`config.mk`:
```
export PLATFORM = sky130hd
export DESIGN_NAME = logodds_ctrl
export DESIGN_NICKNAME = d
export VERILOG_FILES = /design/src/rtl/logodds_pkg.sv /design/src/rtl/logodds_ctrl.sv
export SDC_FILE = /design/constraint.sdc
export NUM_CORES = 1
export LEC_CHECK = 0
export ABC_AREA = 1
export ABC_CLOCK_PERIOD_IN_PS = 1400
export BUFFER_PORTS_ARGS = -buffer_cell sky130_fd_sc_hd__buf_2
export CORE_AREA = 2 2 39 41
export CTS_BUF_LIST = sky130_fd_sc_hd__clkbuf_8
export DETAILED_ROUTE_END_ITERATION = 10
export DIE_AREA = 0 0 41 43
export HOLD_SLACK_MARGIN = 0.02
export PLACE_DENSITY = 0.57
export SLEW_MARGIN = 15
export SYNTH_ARGS = -nofsm -noshare
export SYNTH_HDL_FRONTEND = slang
export SYNTH_SLANG_ARGS = --single-unit
```
`constraint.sdc`:
```
create_clock -name clk_i -period 1.4 [get_ports clk_i]
set_input_delay 0.14 -clock clk_i [delete_from_list [all_inputs] [get_ports clk_i]]
set_output_delay 0.14 -clock clk_i [all_outputs]
set_load 0.005 [all_outputs]
```
`src/rtl/logodds_pkg.sv`:
```
// Package for the log-odds voxel occupancy grid.
// Holds the item types, the op and register codes, the controller command and status
// structs, and the sizing constants. It has no dependencies.
package logodds_pkg;

  localparam int unsigned MAX_SIZE = 32;
  localparam int unsigned LOG_W    = 16;
  localparam int unsigned IDX_W    = $clog2(MAX_SIZE);
  localparam int unsigned ADDR_W   = 3 * IDX_W;
  localparam int unsigned DEPTH    = MAX_SIZE * MAX_SIZE * MAX_SIZE;
  localparam int unsigned SIZE_W   = 6;
  localparam int unsigned CFG_W    = 16;
  localparam int unsigned CFG_IDX_W = 3;
  localparam int unsigned DECAY_W  = 15;

  localparam logic signed [LOG_W-1:0] HIT_INC_RST = 16'sd218;
  localparam logic signed [LOG_W-1:0] CLAMP_LO_RST = -16'sd512;
  localparam logic signed [LOG_W-1:0] CLAMP_HI_RST = 16'sd896;
  localparam logic signed [LOG_W-1:0] OCC_THR_RST = 16'sd0;
  localparam logic [DECAY_W-1:0]      DECAY_RST = '0;
  localparam logic [SIZE_W-1:0]       SIZE_RST = SIZE_W'(MAX_SIZE);

  typedef enum logic [1:0] {
    OP_HIT   = 2'd0,
    OP_DECAY = 2'd1,
    OP_QUERY = 2'd2,
    OP_CLEAR = 2'd3
  } op_e;

  typedef enum logic [CFG_IDX_W-1:0] {
    REG_HIT_INC  = 3'd0,
    REG_CLAMP_LO = 3'd1,
    REG_CLAMP_HI = 3'd2,
    REG_OCC_THR  = 3'd3,
    REG_DECAY    = 3'd4,
    REG_SIZE_X   = 3'd5,
    REG_SIZE_Y   = 3'd6,
    REG_SIZE_Z   = 3'd7
  } cfg_reg_e;

  typedef struct packed {
    op_e               op;
    logic signed [7:0] voxel_x;
    logic signed [7:0] voxel_y;
    logic signed [7:0] voxel_z;
  } in_item_t;

  typedef struct packed {
    logic                    in_map;
    logic                    occupied;
    logic signed [LOG_W-1:0] cell_value;
  } out_item_t;

  // controller -> datapath
  typedef struct packed {
    logic capture;   // take the input item
    logic cnt_clr;   // restart the sweep counter
    logic cnt_inc;   // advance the sweep counter
    logic sweep_rd;  // decay sweep: read cell at counter
    logic wr_zero;   // clear sweep: write zero at counter
    logic rd_cell;   // read the addressed cell
    logic modify;    // hit update and result capture
    logic load_out;  // move result to the output register
  } ctl_cmd_t;

  // datapath -> controller
  typedef struct packed {
    op_e  op;
    logic decay_off;
    logic cnt_last;
  } ctl_sts_t;

endpackage

```
`src/rtl/logodds_ctrl.sv`:
```
// Controller of the occupancy grid: sequences address calculation, cell
// read-modify-write, whole-grid sweeps and the output handshake.
// Depends on logodds_pkg.
module logodds_ctrl (
  input  logic                  clk_i,
  input  logic                  rst_ni,
  input  logic                  in_valid_i,
  output logic                  in_ready_o,
  output logic                  out_valid_o,
  input  logic                  out_ready_i,
  input  logodds_pkg::ctl_sts_t sts_i,
  output logodds_pkg::ctl_cmd_t cmd_o
);
  import logodds_pkg::*;

  typedef enum logic [3:0] {
    S_INIT,
    S_IDLE,
    S_CALC1,
    S_CALC2,
    S_DECAY,
    S_DRAIN,
    S_CLEAR,
    S_READ,
    S_MODIFY,
    S_DONE
  } state_e;

  state_e state_q, state_d;
  logic   out_valid_q, out_valid_d;

  always_comb begin
    cmd_o       = '0;
    state_d     = state_q;
    out_valid_d = out_valid_q && !out_ready_i;
    case (state_q)
      S_INIT: begin
        cmd_o.wr_zero = 1'b1;
        cmd_o.cnt_inc = 1'b1;
        if (sts_i.cnt_last) state_d = S_IDLE;
      end
      S_IDLE: begin
        cmd_o.capture = in_valid_i;
        if (in_valid_i) state_d = S_CALC1;
      end
      S_CALC1: state_d = S_CALC2;
      S_CALC2: begin
        cmd_o.cnt_clr = 1'b1;
        if (sts_i.op == OP_CLEAR) begin
          state_d = S_CLEAR;
        end else if (sts_i.op == OP_DECAY && !sts_i.decay_off) begin
          state_d = S_DECAY;
        end else begin
          state_d = S_READ;
        end
      end
      S_DECAY: begin
        cmd_o.sweep_rd = 1'b1;
        cmd_o.cnt_inc  = 1'b1;
        if (sts_i.cnt_last) state_d = S_DRAIN;
      end
      // last decayed cell is written here
      S_DRAIN: state_d = S_READ;
      S_CLEAR: begin
        cmd_o.wr_zero = 1'b1;
        cmd_o.cnt_inc = 1'b1;
        if (sts_i.cnt_last) state_d = S_READ;
      end
      S_READ: begin
        cmd_o.rd_cell = 1'b1;
        state_d = S_MODIFY;
      end
      S_MODIFY: begin
        cmd_o.modify = 1'b1;
        state_d = S_DONE;
      end
      S_DONE: begin
        if (!out_valid_q || out_ready_i) begin
          cmd_o.load_out = 1'b1;
          out_valid_d    = 1'b1;
          state_d        = S_IDLE;
        end
      end
      default: state_d = S_INIT;
    endcase
  end

  always_ff @(posedge clk_i or negedge rst_ni) begin
    if (!rst_ni) begin
      state_q     <= S_INIT;
      out_valid_q <= 1'b0;
    end else begin
      state_q     <= state_d;
      out_valid_q <= out_valid_d;
    end
  end

  assign in_ready_o  = (state_q == S_IDLE);
  assign out_valid_o = out_valid_q;

endmodule

```
==> summary.txt <==
Die
  – Row cnt: 14
  – DIE AREA: 0.00176 mm²
  – Top Ports: 18
  – Chip Height: 43 µm
  – Core area: 0.00138 mm²
  – Chip width: 41 µm
  – Initial Util: 25.9%

Critical path
  – CP Launch Type: flip-flop
  – WS Path Type: reg2out
  – WP data required: 1.26 ns
  – Largest fanout on the critical path: 4
  – CP Cell Sequence: nor2_1 > o21ai_1 > a21oi_1 > buf_2
  – CP peak stage delay: 0.41 ns
  – Crit path DAT: 1.18 ns
  – Slowest-stage cell, CP: dfrtp_1
  – Critical Path End Type: primary output
  – CP bufs+invs: 1
  – Top delay family on crit path: flip-flops

Final layout
  – Synth-to-layout area growth: 45.3%
  – NumNets Final: 92
  – Seq. cell area: 125 µm²
  – Fraction of layout cells with a size suffix above 1: 31.3%
  – Final core utilization: 37.7%
  – Post-route cell area: 522 µm²
  – Filler Cell Count: 155
  – Diode count: 0
  – Area of the multi-input gates: 195 µm²

Logic synthesis
  – #FFs+latches synth: 5
  – Area fraction in compound gates after synthesis: 6.97%
  – Syn Std Cell Area: 359 µm²
  – Mapped Cells: 61
  – Syn_nets: 69
  – Largest area contributor in the netlist: dfrtp_1
  – Synth Area per Inst: 5.89 µm²
  – Synth Area in Adders: 0%
  – XOR/XNOR Fraction of Synth Area: 0%
  – Synth warn: 0
  – Area contributors post-synth: dfrtp_1 35%, nand2_1 19%, nor2_1 14%
  – Largest family of logic cells by synthesized area: simple AND/OR/NAND/NOR gates
  – Synth unique cells: 13
  – Simple-gate share of the synthesized area: 46.7%
  – Post-synthesis sequential area ratio: 34.8%
  – Multiplexer area fraction after synthesis: 0%
  – Top cell type's share of synthesized area: 34.8%

Power
  – Combinational power share: 53.3%
  – Internal power: 642 µW
  – Psw: 527 µW
  – Sw Share: 45.1%
  – Peak VDD IR: 0.000762 V
  – Leakage power: 0.325 nW
  – Clock share of power: 22.3%
  – Pwr per Cell Area: 2240 mW/mm²
  – Register share of total power: 24.4%
  – Power Total: 1.17 mW

STA
  – Crit share post-route: 94.2%
  – Worst hold slack: 0.146 ns
  – Fin crit period: 1.32 ns
  – Max Clk Rate: 759 MHz
  – Setup Viol. Count Final: 0
  – Post-route clock skew: 0.00579 ns
  – Setup TNS: 0 ns
  – Fin. Hold Viols: 0
  – Tightest Pin Transition: 0.230 ns
  – Fin. max-slew vios: 0
  – Max_slew headroom: 84.6%
  – Unrepaired setup endpoints after global routing: no

Detailed routing
  – DRT Wirelength: 924 µm
  – Antenna-violating nets left: 0
  – DRC: 0
  – DR vias: 426
  – Drt first pass iters: 5
  – Initial DRC Count: 11
  – Via-to-Cell Ratio: 4.30
  – Average wire per standard cell: 9.33 µm

Global routing
  – Largest net degree at the start of global routing: 8
  – Number of global-route vias before repair: 370
  – Global-route usage over all layers: 12.3%
  – Initial antenna violation count: 0
  – First-pass GRT wire length: 1440 µm
  – GRT Residual Overflow: 0

Placement
  – GPL Wtd Cong: 0.749
  – Port bufs: 17
  – Placed cell area: 464 µm²
  – DP Wirelength: 775 µm

Clocking
  – Clk pin slew, worst setup/hold paths: 0.04 ns
  – CTS Buffer Depth: 2
  – CTS sink count: 5
  – CTS root buf: clkbuf_8
  – H-tree lvl count: 1
  – Worst-skew pair later-pin latency: 0.22 ns
  – CTS buffer count: 3
  – CTS tree: yes

Hold path
  – Hold Crit Class: in2reg

Flow run
  – Maxcap violations: 0

Run status
  – Status: finished, final reports clean
-- registers in the layout (all words and copies together) (netlist names) --
name         flops
out_valid_o      1
state_q          4
-- cell families after synthesis --
family                 Yosys count
and+or+nand+nor                 40
buffers and inverters           11
DFF                              5
AOI/OAI and AO/OA                5
-- cells in the mapped netlist --
library cell	instances
o21ai_1	1
nand2_2	1
a21oi_1	1
or3_1	1
dfrtp_1	5
nand3_1	5
inv_2	3
nor2_1	13
inv_1	8
nand2_1	18
nor2_2	1
nand3b_1	1
o21ai_0	3
-- area by class of cell --
cell class                 count  area share (%)
clock buffer                   3            7.91
clock inverter                 1           0.719
multi-input combinational     45            37.4
timing repair buffer          18            18.2
tap                           16            3.84
inverter                      11            7.91
sequential                     5            24.0
-- stage by stage --
step	setup slack, ns	std cells
after floorplan	0.386	61
after CTS	0.0630	99
after global routing	0.0189	99
final	0.0816	99
after detailed placement	0.246	94
after global placement	0.265	94
-- power by group through the flow --
stage                     Sequential (mW)  Combinational (mW)  Clock, mW
after floorplan                     0.272               0.425          0
after global placement              0.282               0.625          0
after detailed placement            0.286               0.619          0
after CTS                           0.283               0.628      0.268
after global routing                0.297               0.714      0.285
final                               0.285               0.623      0.260
-- layer usage --
metal  track usage [%]  up-vias  share of wire, %
li1                  -      230                 -
met3              4.71        0               6.3
met2              20.3       12                49
met1              13.7      184                44
met4              4.00        0                 0
met5                 0        -                 0
-- layout by cell type, fill, tap and decap left out --
cell | synthesis | routed
nand2_1 | 18 | 18
buf_2 | 0 | 17
nor2_1 | 13 | 12
inv_1 | 8 | 9
nand3_1 | 5 | 5
dfrtp_1 | 5 | 5
inv_2 | 3 | 3
o21ai_0 | 3 | 3
clkbuf_8 | 0 | 3
nor2_2 | 1 | 2
nand2_2 | 1 | 1
o21ai_1 | 1 | 1
a21oi_1 | 1 | 1
nand3b_1 | 1 | 1
or3_1 | 1 | 1
dlygate4sd3_1 | 0 | 1
-- final timing paths --
path / end / slack [ns] / cells after the start / startpoint
max reg2reg: state_q[1] / 0.29 / 6 / state_q[2]
max in group asynchronous: state_q[0] / 1.00 / 2 / rst_ni
min in group asynchronous: out_valid_o / 0.27 / 2 / rst_ni
min: out_valid_o / 0.15 / 2 / out_ready_i
max: cmd_o[3] / 0.08 / 4 / state_q[3]
min reg2reg: out_valid_o / 0.57 / 2 / out_valid_o
-- what timing repair did --
| item | CTS | global route |
|---|---|---|
| hold buffers | 1 | 0 |
| setup endpoints to repair | 0 | 2 |
| buffers inserted | 0 | 0 |
| hold endpoints to repair | 5 | 0 |
| resized for setup | 0 | 1 |
No activity file was read; power rests on OpenSTA's default activity.
